## src/sv/cmap_pkg.sv

```systemverilog
package cmap_pkg;

   // Table geometry and sample format
   localparam int MAX_STOPS   = 32;
   localparam int STOP_IDX_W  = 5;
   localparam int SAMPLE_BITS = 16;
   localparam int POS_W       = 16;
   localparam int CHAN_W      = 8;
   localparam int COL_W       = 3 * CHAN_W;
   localparam int ENTRY_W     = POS_W + COL_W;
   localparam int COUNT_W     = 6;

   // Configuration registers
   localparam int CSR_IDX_W  = 2;
   localparam int CSR_DATA_W = 18;
   localparam logic [CSR_IDX_W-1:0] CSR_STOP_COUNT        = 2'd0;
   localparam logic [CSR_IDX_W-1:0] CSR_CONTRAST_GAIN     = 2'd1;
   localparam logic [CSR_IDX_W-1:0] CSR_BRIGHTNESS_OFFSET = 2'd2;

   localparam int GAIN_W   = 16;
   localparam int BRIGHT_W = 18;
   localparam logic [GAIN_W-1:0] GAIN_RESET = 16'd4096;

   // Commands
   localparam logic CMD_LOAD = 1'b0;
   localparam logic CMD_MAP  = 1'b1;

   // Fraction divider: dividend 2*num + range, divisor 2*range, quotient below 256
   localparam int DIV_NUM_W = 27;
   localparam int DIV_DEN_W = 17;
   localparam int DIV_Q_W   = 8;
   localparam int DIV_CNT_W = 3;
   localparam int BLEND_W   = 25;

   typedef struct packed {
      logic                  command;
      logic [STOP_IDX_W-1:0] stop_index;
      logic [POS_W-1:0]      stop_position;
      logic [CHAN_W-1:0]     stop_red;
      logic [CHAN_W-1:0]     stop_green;
      logic [CHAN_W-1:0]     stop_blue;
      logic [POS_W-1:0]      sample;
   } req_type;

   typedef struct packed {
      logic [CHAN_W-1:0] red;
      logic [CHAN_W-1:0] green;
      logic [CHAN_W-1:0] blue;
   } rsp_type;

   typedef struct packed {
      logic                 start;
      logic [DIV_NUM_W-1:0] num;
      logic [DIV_DEN_W-1:0] den;
   } div_req_type;

   typedef struct packed {
      logic               done;
      logic [DIV_Q_W-1:0] quotient;
   } div_rsp_type;

   typedef enum logic [2:0] {
      ST_IDLE,
      ST_MUL,
      ST_CLAMP,
      ST_SCAN,
      ST_MIX,
      ST_DSTART,
      ST_DWAIT
   } state_type;

endpackage

```

## src/sv/colormap_stop_interpolator.sv

```systemverilog
// Channel   Direction  Handshake                 Payload
// req       in         start & !busy             req_type: command, stop slot/colour, sample
// rsp       out        rsp_valid, one cycle      rsp_type: red, green, blue
// csr       in         csr_valid & csr_ready     csr_index, csr_data
//
// A map with no stops answers in the next cycle; otherwise it runs contrast/clamp, then scans
// the stops in the stop RAM (one read port, up to the lesser of stop_count and 32), and when
// a segment is interpolated, one shared 8-step divider runs once per colour channel.
// Reset is synchronous; the stop table is not cleared. The result strobe cannot be stalled.
module colormap_stop_interpolator (
   input  logic                                clock,
   input  logic                                reset,
   input  logic                                start,
   output logic                                busy,
   input  cmap_pkg::req_type                   req_payload,
   output logic                                rsp_valid,
   output cmap_pkg::rsp_type                   rsp_payload,
   input  logic                                csr_valid,
   output logic                                csr_ready,
   input  logic [cmap_pkg::CSR_IDX_W-1:0]      csr_index,
   input  logic [cmap_pkg::CSR_DATA_W-1:0]     csr_data
);

   import cmap_pkg::*;

   state_type state_ff, state_in;

   logic [COUNT_W-1:0]     stop_count_ff, stop_count_in;
   logic [GAIN_W-1:0]      gain_ff, gain_in;
   logic [BRIGHT_W-1:0]    bright_ff, bright_in;

   logic [POS_W-1:0]       sample_ff, sample_in;
   logic signed [33:0]     p_ff, p_in;
   logic [POS_W-1:0]       v_ff, v_in;
   logic [STOP_IDX_W-1:0]  k_ff, k_in;
   logic [POS_W-1:0]       prev_pos_ff, prev_pos_in;
   logic [COL_W-1:0]       prev_col_ff, prev_col_in;
   logic [COL_W-1:0]       first_col_ff, first_col_in;
   logic                   below_ff, below_in;
   logic [COL_W-1:0]       c0_ff, c0_in;
   logic [COL_W-1:0]       c1_ff, c1_in;
   logic [POS_W-1:0]       range_ff, range_in;
   logic [POS_W-1:0]       dv_ff, dv_in;
   logic [1:0]             ch_ff, ch_in;
   logic [BLEND_W-1:0]     num_ff, num_in;
   logic [COL_W-1:0]       col_ff, col_in;
   logic                   rsp_valid_ff, rsp_valid_in;
   rsp_type                rsp_ff, rsp_in;

   logic                   accept;
   logic                   ram_wr_en;
   logic [STOP_IDX_W-1:0]  ram_rd_addr;
   logic [ENTRY_W-1:0]     ram_rd_data;
   div_req_type            div_req;
   div_rsp_type            div_rsp;

   logic [COUNT_W-1:0]     n_stops;
   logic [COUNT_W-1:0]     last_wide;
   logic [STOP_IDX_W-1:0]  last_idx;
   logic [POS_W-1:0]       cur_pos;
   logic [COL_W-1:0]       cur_col;
   logic                   at_first;
   logic                   at_last;
   logic                   hit;
   logic [POS_W-1:0]       range_w;
   logic [POS_W-1:0]       dv_w;
   logic signed [16:0]     d_w;
   logic signed [33:0]     pr_w;
   logic signed [21:0]     r_w;
   logic signed [23:0]     s_w;
   logic [CHAN_W-1:0]      chan_a;
   logic [CHAN_W-1:0]      chan_b;
   logic [23:0]            prod_a;
   logic [23:0]            prod_b;

   // Stop table: position in the upper bits, colour below
   cmap_ram #(
      .WIDTH (ENTRY_W),
      .DEPTH (MAX_STOPS)
   ) u_stop_ram (
      .clock   (clock),
      .wr_en   (ram_wr_en),
      .wr_addr (req_payload.stop_index),
      .wr_data ({req_payload.stop_position, req_payload.stop_red,
                 req_payload.stop_green, req_payload.stop_blue}),
      .rd_addr (ram_rd_addr),
      .rd_data (ram_rd_data)
   );

   cmap_div u_div (
      .clock   (clock),
      .reset   (reset),
      .div_req (div_req),
      .div_rsp (div_rsp)
   );

   assign n_stops   = (stop_count_ff > COUNT_W'(MAX_STOPS)) ? COUNT_W'(MAX_STOPS)
                                                            : stop_count_ff;
   assign last_wide = n_stops - COUNT_W'(1);
   assign last_idx  = last_wide[STOP_IDX_W-1:0];

   assign cur_pos  = ram_rd_data[ENTRY_W-1:COL_W];
   assign cur_col  = ram_rd_data[COL_W-1:0];
   assign at_first = k_ff == '0;
   assign at_last  = k_ff == last_idx;
   assign hit      = !at_first && (v_ff >= prev_pos_ff) && (v_ff <= cur_pos);
   assign range_w  = cur_pos - prev_pos_ff;
   assign dv_w     = v_ff - prev_pos_ff;

   // Contrast about mid-scale, round half up, then brightness
   assign d_w  = $signed({1'b0, sample_ff}) - 17'sd32768;
   assign pr_w = p_ff + 34'sd2048;
   assign r_w  = pr_w[33:12];
   assign s_w  = 24'sd32768 + {{2{r_w[21]}}, r_w} + {{6{bright_ff[BRIGHT_W-1]}}, bright_ff};

   always_comb begin
      case (ch_ff)
         2'd0: begin
            chan_a = c0_ff[23:16];
            chan_b = c1_ff[23:16];
         end
         2'd1: begin
            chan_a = c0_ff[15:8];
            chan_b = c1_ff[15:8];
         end
         default: begin
            chan_a = c0_ff[7:0];
            chan_b = c1_ff[7:0];
         end
      endcase
   end

   assign prod_a = 24'(chan_a) * 24'(range_ff - dv_ff);
   assign prod_b = 24'(chan_b) * 24'(dv_ff);

   // Next state
   always_comb begin
      state_in = state_ff;
      case (state_ff)
         ST_IDLE: begin
            if (start && req_payload.command == CMD_MAP && n_stops != '0) begin
               state_in = ST_MUL;
            end
         end
         ST_MUL:    state_in = ST_CLAMP;
         ST_CLAMP:  state_in = ST_SCAN;
         ST_SCAN: begin
            if (hit) begin
               state_in = (range_w == '0) ? ST_IDLE : ST_MIX;
            end else if (at_last) begin
               state_in = ST_IDLE;
            end
         end
         ST_MIX:    state_in = ST_DSTART;
         ST_DSTART: state_in = ST_DWAIT;
         ST_DWAIT: begin
            if (div_rsp.done) begin
               state_in = (ch_ff == 2'd2) ? ST_IDLE : ST_MIX;
            end
         end
         default:   state_in = ST_IDLE;
      endcase
   end

   // Control outputs
   always_comb begin
      busy          = state_ff != ST_IDLE;
      accept        = start && !busy;
      ram_wr_en     = accept && req_payload.command == CMD_LOAD;
      ram_rd_addr   = '0;
      div_req.start = 1'b0;
      div_req.num   = {1'b0, num_ff, 1'b0} + DIV_NUM_W'(range_ff);
      div_req.den   = {range_ff, 1'b0};
      case (state_ff)
         ST_SCAN:   ram_rd_addr   = k_ff + STOP_IDX_W'(1);
         ST_DSTART: div_req.start = 1'b1;
         default:   ram_rd_addr   = '0;
      endcase
   end

   // Datapath
   always_comb begin
      stop_count_in = stop_count_ff;
      gain_in       = gain_ff;
      bright_in     = bright_ff;
      sample_in     = sample_ff;
      p_in          = p_ff;
      v_in          = v_ff;
      k_in          = k_ff;
      prev_pos_in   = prev_pos_ff;
      prev_col_in   = prev_col_ff;
      first_col_in  = first_col_ff;
      below_in      = below_ff;
      c0_in         = c0_ff;
      c1_in         = c1_ff;
      range_in      = range_ff;
      dv_in         = dv_ff;
      ch_in         = ch_ff;
      num_in        = num_ff;
      col_in        = col_ff;
      rsp_valid_in  = 1'b0;
      rsp_in        = rsp_ff;

      if (csr_valid && csr_ready) begin
         case (csr_index)
            CSR_STOP_COUNT:        stop_count_in = csr_data[COUNT_W-1:0];
            CSR_CONTRAST_GAIN:     gain_in       = csr_data[GAIN_W-1:0];
            CSR_BRIGHTNESS_OFFSET: bright_in     = csr_data[BRIGHT_W-1:0];
            default:               stop_count_in = stop_count_ff;
         endcase
      end

      case (state_ff)
         ST_IDLE: begin
            if (accept && req_payload.command == CMD_MAP) begin
               sample_in = req_payload.sample;
               if (n_stops == '0) begin
                  rsp_valid_in = 1'b1;
                  rsp_in       = '0;
               end
            end
         end
         ST_MUL: begin
            p_in = d_w * $signed({1'b0, gain_ff});
         end
         ST_CLAMP: begin
            k_in = '0;
            if (s_w[23]) begin
               v_in = '0;
            end else if (s_w > 24'sd65535) begin
               v_in = '1;
            end else begin
               v_in = s_w[POS_W-1:0];
            end
         end
         ST_SCAN: begin
            if (at_first) begin
               first_col_in = cur_col;
               below_in     = v_ff < cur_pos;
            end
            prev_pos_in = cur_pos;
            prev_col_in = cur_col;
            k_in        = k_ff + STOP_IDX_W'(1);
            if (hit) begin
               if (range_w == '0) begin
                  rsp_valid_in = 1'b1;
                  rsp_in       = prev_col_ff;
               end
               c0_in    = prev_col_ff;
               c1_in    = cur_col;
               range_in = range_w;
               dv_in    = dv_w;
               ch_in    = 2'd0;
            end else if (at_last) begin
               rsp_valid_in = 1'b1;
               // Below range takes the first stop, otherwise the last valid one
               rsp_in = (!at_first && below_ff) ? first_col_ff : cur_col;
            end
         end
         ST_MIX: begin
            num_in = BLEND_W'(prod_a) + BLEND_W'(prod_b);
         end
         ST_DWAIT: begin
            if (div_rsp.done) begin
               ch_in = ch_ff + 2'd1;
               case (ch_ff)
                  2'd0: col_in[23:16] = div_rsp.quotient;
                  2'd1: col_in[15:8]  = div_rsp.quotient;
                  default: begin
                     rsp_valid_in = 1'b1;
                     rsp_in       = {col_ff[23:8], div_rsp.quotient};
                  end
               endcase
            end
         end
         default: begin
            rsp_valid_in = 1'b0;
         end
      endcase
   end

   always_ff @(posedge clock) begin
      if (reset) begin
         state_ff      <= ST_IDLE;
         stop_count_ff <= '0;
         gain_ff       <= GAIN_RESET;
         bright_ff     <= '0;
         rsp_valid_ff  <= 1'b0;
         k_ff          <= '0;
         ch_ff         <= '0;
      end else begin
         state_ff      <= state_in;
         stop_count_ff <= stop_count_in;
         gain_ff       <= gain_in;
         bright_ff     <= bright_in;
         rsp_valid_ff  <= rsp_valid_in;
         k_ff          <= k_in;
         ch_ff         <= ch_in;
      end
      sample_ff    <= sample_in;
      p_ff         <= p_in;
      v_ff         <= v_in;
      prev_pos_ff  <= prev_pos_in;
      prev_col_ff  <= prev_col_in;
      first_col_ff <= first_col_in;
      below_ff     <= below_in;
      c0_ff        <= c0_in;
      c1_ff        <= c1_in;
      range_ff     <= range_in;
      dv_ff        <= dv_in;
      num_ff       <= num_in;
      col_ff       <= col_in;
      rsp_ff       <= rsp_in;
   end

   assign csr_ready   = 1'b1;
   assign rsp_valid   = rsp_valid_ff;
   assign rsp_payload = rsp_ff;

   // A load transaction never produces a result
   assert property (@(posedge clock) disable iff (reset)
      (start && !busy && req_payload.command == CMD_LOAD) |=> !rsp_valid)
      else $error("result strobe after a load transaction");

   // Results are only issued as the block returns to idle
   assert property (@(posedge clock) disable iff (reset)
      rsp_valid |-> !busy)
      else $error("result strobe while still busy");

   // The scan never runs past the last valid stop
   assert property (@(posedge clock) disable iff (reset)
      (state_ff == ST_SCAN) |-> (k_ff <= last_idx))
      else $error("stop scan beyond stop count");

   // The divider finishes only while a channel is waiting for it
   assert property (@(posedge clock) disable iff (reset)
      div_rsp.done |-> (state_ff == ST_DWAIT))
      else $error("divider result with no channel waiting");

endmodule

```

## src/sv/cmap_ram.sv

```systemverilog
module cmap_ram #(
   parameter int WIDTH = 8,
   parameter int DEPTH = 32
) (
   input  logic                     clock,
   input  logic                     wr_en,
   input  logic [$clog2(DEPTH)-1:0] wr_addr,
   input  logic [WIDTH-1:0]         wr_data,
   input  logic [$clog2(DEPTH)-1:0] rd_addr,
   output logic [WIDTH-1:0]         rd_data
);

   logic [WIDTH-1:0] mem_ff [DEPTH];
   logic [WIDTH-1:0] rd_data_ff;

   always_ff @(posedge clock) begin
      if (wr_en) begin
         mem_ff[wr_addr] <= wr_data;
      end
      rd_data_ff <= mem_ff[rd_addr];
   end

   assign rd_data = rd_data_ff;

endmodule

```

## src/sv/cmap_div.sv

```systemverilog
module cmap_div (
   input  logic                  clock,
   input  logic                  reset,
   input  cmap_pkg::div_req_type div_req,
   output cmap_pkg::div_rsp_type div_rsp
);

   import cmap_pkg::*;

   logic                 busy_ff, busy_in;
   logic                 done_ff, done_in;
   logic [DIV_CNT_W-1:0] cnt_ff, cnt_in;
   logic [DIV_NUM_W-1:0] rem_ff, rem_in;
   logic [DIV_NUM_W-1:0] dsh_ff, dsh_in;
   logic [DIV_Q_W-1:0]   q_ff, q_in;
   logic                 fits;

   // Restoring division, one quotient bit per cycle, most significant first
   always_comb begin
      busy_in = busy_ff;
      done_in = 1'b0;
      cnt_in  = cnt_ff;
      rem_in  = rem_ff;
      dsh_in  = dsh_ff;
      q_in    = q_ff;
      fits    = rem_ff >= dsh_ff;
      if (div_req.start) begin
         busy_in = 1'b1;
         cnt_in  = DIV_CNT_W'(DIV_Q_W - 1);
         rem_in  = div_req.num;
         dsh_in  = DIV_NUM_W'({div_req.den, {(DIV_Q_W-1){1'b0}}});
         q_in    = '0;
      end else if (busy_ff) begin
         if (fits) begin
            rem_in = rem_ff - dsh_ff;
         end
         q_in   = {q_ff[DIV_Q_W-2:0], fits};
         dsh_in = dsh_ff >> 1;
         cnt_in = cnt_ff - DIV_CNT_W'(1);
         if (cnt_ff == '0) begin
            busy_in = 1'b0;
            done_in = 1'b1;
         end
      end
   end

   always_ff @(posedge clock) begin
      if (reset) begin
         busy_ff <= 1'b0;
         done_ff <= 1'b0;
         cnt_ff  <= '0;
      end else begin
         busy_ff <= busy_in;
         done_ff <= done_in;
         cnt_ff  <= cnt_in;
      end
      rem_ff <= rem_in;
      dsh_ff <= dsh_in;
      q_ff   <= q_in;
   end

   assign div_rsp.done     = done_ff;
   assign div_rsp.quotient = q_ff;

endmodule

```

## config.mk

```make
export PLATFORM = sky130hd
export DESIGN_NAME = colormap_stop_interpolator
export DESIGN_NICKNAME = d
export VERILOG_FILES = /design/src/sv/cmap_pkg.sv /design/src/sv/colormap_stop_interpolator.sv /design/src/sv/cmap_ram.sv /design/src/sv/cmap_div.sv
export SDC_FILE = /design/constraint.sdc
export NUM_CORES = 2
export LEC_CHECK = 0
export ABC_AREA = 1
export BUFFER_PORTS_ARGS = -buffer_cell sky130_fd_sc_hd__buf_2
export CORE_MARGIN = 2
export CORE_UTILIZATION = 50
export DETAILED_ROUTE_END_ITERATION = 10
export PLACE_DENSITY_LB_ADDON = 0.2
export SYNTH_ARGS = -nofsm -noshare
export SYNTH_HDL_FRONTEND = slang
export SYNTH_SLANG_ARGS = --single-unit
```

## constraint.sdc

```tcl
create_clock -name clock -period 11.6 [get_ports clock]
set_clock_uncertainty 0.15 [all_clocks]
set_input_delay 1.16 -clock clock [delete_from_list [all_inputs] [get_ports clock]]
set_output_delay 1.16 -clock clock [all_outputs]
set_load 0.01 [all_outputs]
```

Word level (Yosys, flattened, before mapping)
Memory sizes are Yosys's and may differ from the RTL's. A register that Yosys moved wholly into a read port is not among the register bits.
Cells that the tools add are included.
- word-level logic and storage cells: 161
- memories kept: 1
- output and inout port bits: 27
- bits in writable memories: 1280
- bits in registers: 391
- add/sub/neg operators: 14
- equality and inequality tests: 19
- order comparisons: 6
- mux-type cells: 47
- bitwise operators: 2
- multiply operators: 3
- reduce and logical (&&, ||, !) cells: 38
- memory list (memory ; words ; width ; read ports ; clocked after memory_dff ; write ports ; RTL line ; text):
    u_stop_ram.mem_ff ; 32 ; 40 ; 1 ; 1 ; 1 ; cmap_ram.sv:13 ; logic [WIDTH-1:0] mem_ff [DEPTH];
- operators with widths (cell ; count):
    24-bit two-way mux ; 10
    27-bit two-way mux ; 3
    24-bit case mux with 3 select lines ; 1
    34-bit by 13-bit adder with 34-bit output, second input constant ; 1
    17-bit by 17-bit multiplier with 34-bit output ; 1
    8-bit case mux with 2 select lines ; 2
    16-bit subtractor ; 2
    26-bit by 16-bit adder with 27-bit output ; 1
    27-bit by 24-bit greater-or-equal comparator with 1-bit output ; 1
    27-bit by 24-bit subtractor with 27-bit output ; 1
    24-bit by 24-bit adder with 25-bit output ; 1
    23-bit by 18-bit adder with 24-bit output ; 1
    24-bit by 17-bit > comparator with 1-bit output, second input constant ; 1
    8-bit by 16-bit multiplier with 24-bit output ; 1
    9-bit by 17-bit multiplier with 24-bit output ; 1
    3-bit two-way mux ; 8
    17-bit by 22-bit adder with 23-bit output, first input constant ; 1
    3-bit case mux with 7 select lines ; 1
    16-bit by 16-bit subtractor with 17-bit output ; 1
    16-bit by 16-bit subtractor with 17-bit output, second input constant ; 1
    16-bit greater-or-equal comparator ; 1
    16-bit less-or-equal comparator ; 1
    16-bit zero test ; 1
    16-bit < comparator ; 1
    37 further kinds ; 85

Depth between registers and ports, before layout
- depth in word-level cells: 7
- depth in mapped cells: 44
- gate-level depth less buffers: 44

Cells and area by module
Synthesis repeated with hierarchy kept, for this count alone.
- cell total of the unflattened synthesis: 9403
- area, all modules: 93840.0 µm²
- modules (own cells, without submodules) (module ; cells each ; times used ; area an instance (µm²)):
    cmap_ram ; 4407 ; 1 ; 52402.8
    colormap_stop_interpolator ; 4326 ; 1 ; 36815.3
    cmap_div ; 670 ; 1 ; 4621.9

Worst setup path after synthesis
Ideal clock, no wire load.
- kind: reg-to-reg
- start point: register dv_ff[0]
- end point: register num_ff[24] (data pin)
- cell stages (with the launch flop): 38
- setup slack: 2592 ps
- required time: 11192 ps
- arrival time: 8601 ps
- path buffers: 0
- cells stage by stage: edfxtp_1 > ha_1 > fa_1 > inv_1 > a31oi_1 > o21ai_0 > a21boi_0 > o21ai_0 > xor2_1 > nand2_1 > fa_1 > inv_1 > fa_1 > fa_1 > inv_1 > fa_1 > inv_1 > ha_1 > [... 2 more ...] > nand2_1 > o211ai_1 > a21oi_1 > xor2_1 > fa_1 > fa_1 > fa_1 > fa_1 > inv_1 > ha_1 > nand2_1 > nor4_1 > o21ai_0 > nand3_1 > nand2_1 > nand2_1 > a21oi_1 > xnor2_1
- cells in the longest elaborated chain, start to end: 3
- elaborated cells between the ends (all ways): 4
- RTL lines (what ; RTL line ; text):
    start, declared ; colormap_stop_interpolator.sv:43 ; logic [POS_W-1:0] dv_ff, dv_in;
    start signal, assigned ; colormap_stop_interpolator.sv:310 ; dv_ff <= dv_in;
    16-bit by 16-bit subtractor with 17-bit output ; colormap_stop_interpolator.sv:133 ; assign prod_a = 24'(chan_a) * 24'(range_ff - dv_ff);
    9-bit by 17-bit multiplier with 24-bit output ; colormap_stop_interpolator.sv:133 ;
    24-bit by 24-bit adder with 25-bit output (*) ; colormap_stop_interpolator.sv:261 ; num_in = BLEND_W'(prod_a) + BLEND_W'(prod_b);
    end signal, assigned ; colormap_stop_interpolator.sv:311 ; num_ff <= num_in;
    end, declared ; colormap_stop_interpolator.sv:45 ; logic [BLEND_W-1:0] num_ff, num_in;
Mark *: on every way between the ends. The rest lies on a longest branch, timed or not.
A chain may end at the register's enable or synchronous reset.

Worst setup path in the final report
Ends and elaborated chain as after synthesis.

==> results_dict.tcl <==
set metrics [dict create \
    status "complete, no violations" \
    grt-ovfl-total 0 \
    arrival_ns 10.83 \
    grt_util_all_layers_pct 27.3 \
    ff_latch_area_sq_um 49900 \
    grt_pass1_wl_mm 385 \
    first_global_vias 62526 \
    grt_start_max_net_pins 185 \
    drtIter0Drc 6735 \
    dp_hpwl_mm 157 \
    syn_to_final_growth_pct 9.40 \
    dpl-instance-area_sq_um 94500 \
    hold_buffers 0 \
    post_cts.repair.setup_buffers 0 \
    ir_worst_vdd_uv 145 \
    tightest_slew_ns 1.28 \
    async_flop_share_pct 0 \
    cap_violations 0 \
    cts_resized 0 \
    place_congestion 0.939 \
    synthCells 8641 \
    num_rows 157 \
    core_sq_um 182000 \
    num-fill-cells 15704 \
    pre_cts_slack_ns 1.34 \
    synth.cell_area_sq_um 91600 \
    totalWireLength_mm 253 \
    synth_edf_count 1588 \
    yosys-top-cells-area "edfxtp_1 (52%), fa_1 (11%), o21ai_0 (5.1%), nand2_1 (4.8%), inv_1 (4.7%)" \
    die_h_um 432 \
    clock_path_buffers 3 \
    multi_input_area_sq_um 36000 \
    vias 63541 \
    final_area_sq_um 100000 \
    final_cell_mix "edfxtp_1 (1588), nand2_1 (1164), inv_1 (1151)" \
    maxSlewHeadroom_pct 14.3 \
    post-route-min-period_ns 10.41 \
    ys_types 50 \
    syn_area_per_cell_sq_um 10.6 \
    wire_per_inst_um 22.7 \
    ios 113 \
    hold_path_class "reg2reg" \
    syn-num-nets 9541 \
    critical_path_peak_fanout 5 \
    worst_path_most_repeated_cell "fa_1" \
    seq_area_frac_synth_pct 54.5 \
    final_common_cell "edfxtp_1" \
    die_x_um 432 \
    nNetsFinal 9510 \
    ys.flop_type "edfxtp_1" \
    rsz0062_at_grt "no" \
    crit_path_start_kind "flop" \
    critical_path_class "reg2reg" \
    detail-route-antenna-nets 0 \
    viasPerCell 5.70 \
    fin_setup_tns_ns 0 \
    htreeDepth 4 \
    setup_viol 0 \
    portBuffers 111 \
    ys_ff_latch 1700 \
    layout_setup_ws_ns 1.19 \
    clock_latency_ns 0.83 \
    cts_tree "done" \
    end_kind "flop" \
    hold_viol 0 \
    period_share_pct 89.8 \
    ys.warnings.count 0 \
    cts-root-buf "clkbuf_16" \
    numCtsBuffers 175 \
    drc 0 \
    cts.sinks 1700 \
    synth_top_cell_area_share_pct 52.1 \
    clkTransAtPathRegs_ns 0.06 \
    pwr_density_cell_nw_per_um2 176 \
    dp.cells 10818 \
    slowest_delay_ns 0.56 \
    cp_slowest_cell "fa_1" \
    grt_antenna_before_repair 25 \
    finalNonFillerCells 11154 \
    power.leakage_nw 39.5 \
    worstPathRequired_ns 12.02 \
    yosysTopAreaCell "edfxtp_1" \
    slew_viol_final 0 \
    final_layout_size_suffix_gt1_share_pct 5.97 \
    die_area_sq_um 187000 \
    fmax_ghz 0.0960 \
    firstDrtPassIters 6 \
    initial_core_util_pct 50.2 \
]
critical path: cells and delay by family (launching register included):
family                   cells  cell delay (ns)
AND/OR/NAND/NOR              6             1.02
buffers and inverters        5             0.25
AO/OA/AOI/OAI                9             2.06
adder cells (fa/ha/maj)     12             5.39
flip-flops                   1             0.43
XOR/XNOR                     3             0.88
final timing paths:
kind,start,to,slack (ns),cells past startpoint
max,dv_ff[0],num_ff[24],1.19,35
min,prev_col_ff[23],c0_ff[23],0.30,0
max reg2reg,dv_ff[0],num_ff[24],1.19,35
min reg2reg,prev_col_ff[23],c0_ff[23],0.30,0
synthesized netlist by cell type (all sizes together), types with 8 or more instances:
master / count
edfxtp: 1588
nand2: 1168
inv: 1157
nor2: 1131
o21ai: 1032
fa: 483
ha: 331
clkbuf: 313
a21oi: 293
o22ai: 220
nand3: 139
dfxtp: 112
o211ai: 109
o221ai: 103
xor2: 93
buf: 90
xnor2: 50
nand4: 37
nor3: 31
or2: 25
o31ai: 17
a22o: 16
o21bai: 15
a21o: 14
a31oi: 12
nand3b: 10
o21a: 9
a21boi: 8
nor4: 8
power breakdown:
| group | switching, mW | leakage, nW | internal (mW) |
|---|---|---|---|
| clock network | 2.39 | 2.75 | 3.18 |
| registers | 0.256 | 15.3 | 7.19 |
| logic | 3.07 | 21.5 | 1.55 |
| total | 5.71 | 39.5 | 11.9 |
sequential cells by signal, summed over array words and instances (netlist names), 8 cells and up:
signal and count:
prev_col_ff 24, u_stop_ram.rd_data 40, first_col_ff 24, num_ff 25, u_div.q_ff 8, dv_ff 16, gain_ff 16, u_stop_ram.mem_ff 1280
c0_ff 24, p_ff 23, col_ff 16, range_ff 16, bright_ff 18, prev_pos_ff 16, u_div.rem_ff 27, u_div.dsh_ff 24
v_ff 16, rsp_payload 24, sample_ff 16, c1_ff 24
kinds of logic after synthesis:
logic type	after synthesis	share of synthesized area, %
adders and majority gates	814	15.1
DFF	1700	54.5
xor gates and xnor gates	143	1.37
and+or+nand+nor	2562	11.0
buffers and inverters	1564	6.53
other	1	0.00409
AOI/OAI and AO/OA	1857	11.5
routing by layer:
metal | part of all wire, % | track usage [%]
met1 | 41 | 36.0
met2 | 49 | 46.0
met5 | 0.036 | 0
met4 | 3.5 | 10.0
met3 | 6.7 | 3.80
area by class of cell:
cell class	count	share of cell area, %
Tap cell	2385	2.98
Antenna cell	14	0.0350
Clock buffer	230	4.77
Sequential cell	1700	49.8
Inverter	1161	4.38
Multi-Input combinational cell	5377	35.9
Clock inverter	92	0.859
Timing Repair Buffer	195	1.23
per-stage QoR:
stage               total power [mW]  hold slack (ns)  utilization (%)
global placement                12.1            0.282             51.8
CTS                             17.7            0.281             54.9
detailed placement              12.2            0.282             51.8
global route                    18.6            0.310             54.9
floorplan                       10.7            0.276                -
finish                          17.6            0.299             54.9
(Power assumes the default switching activity.)
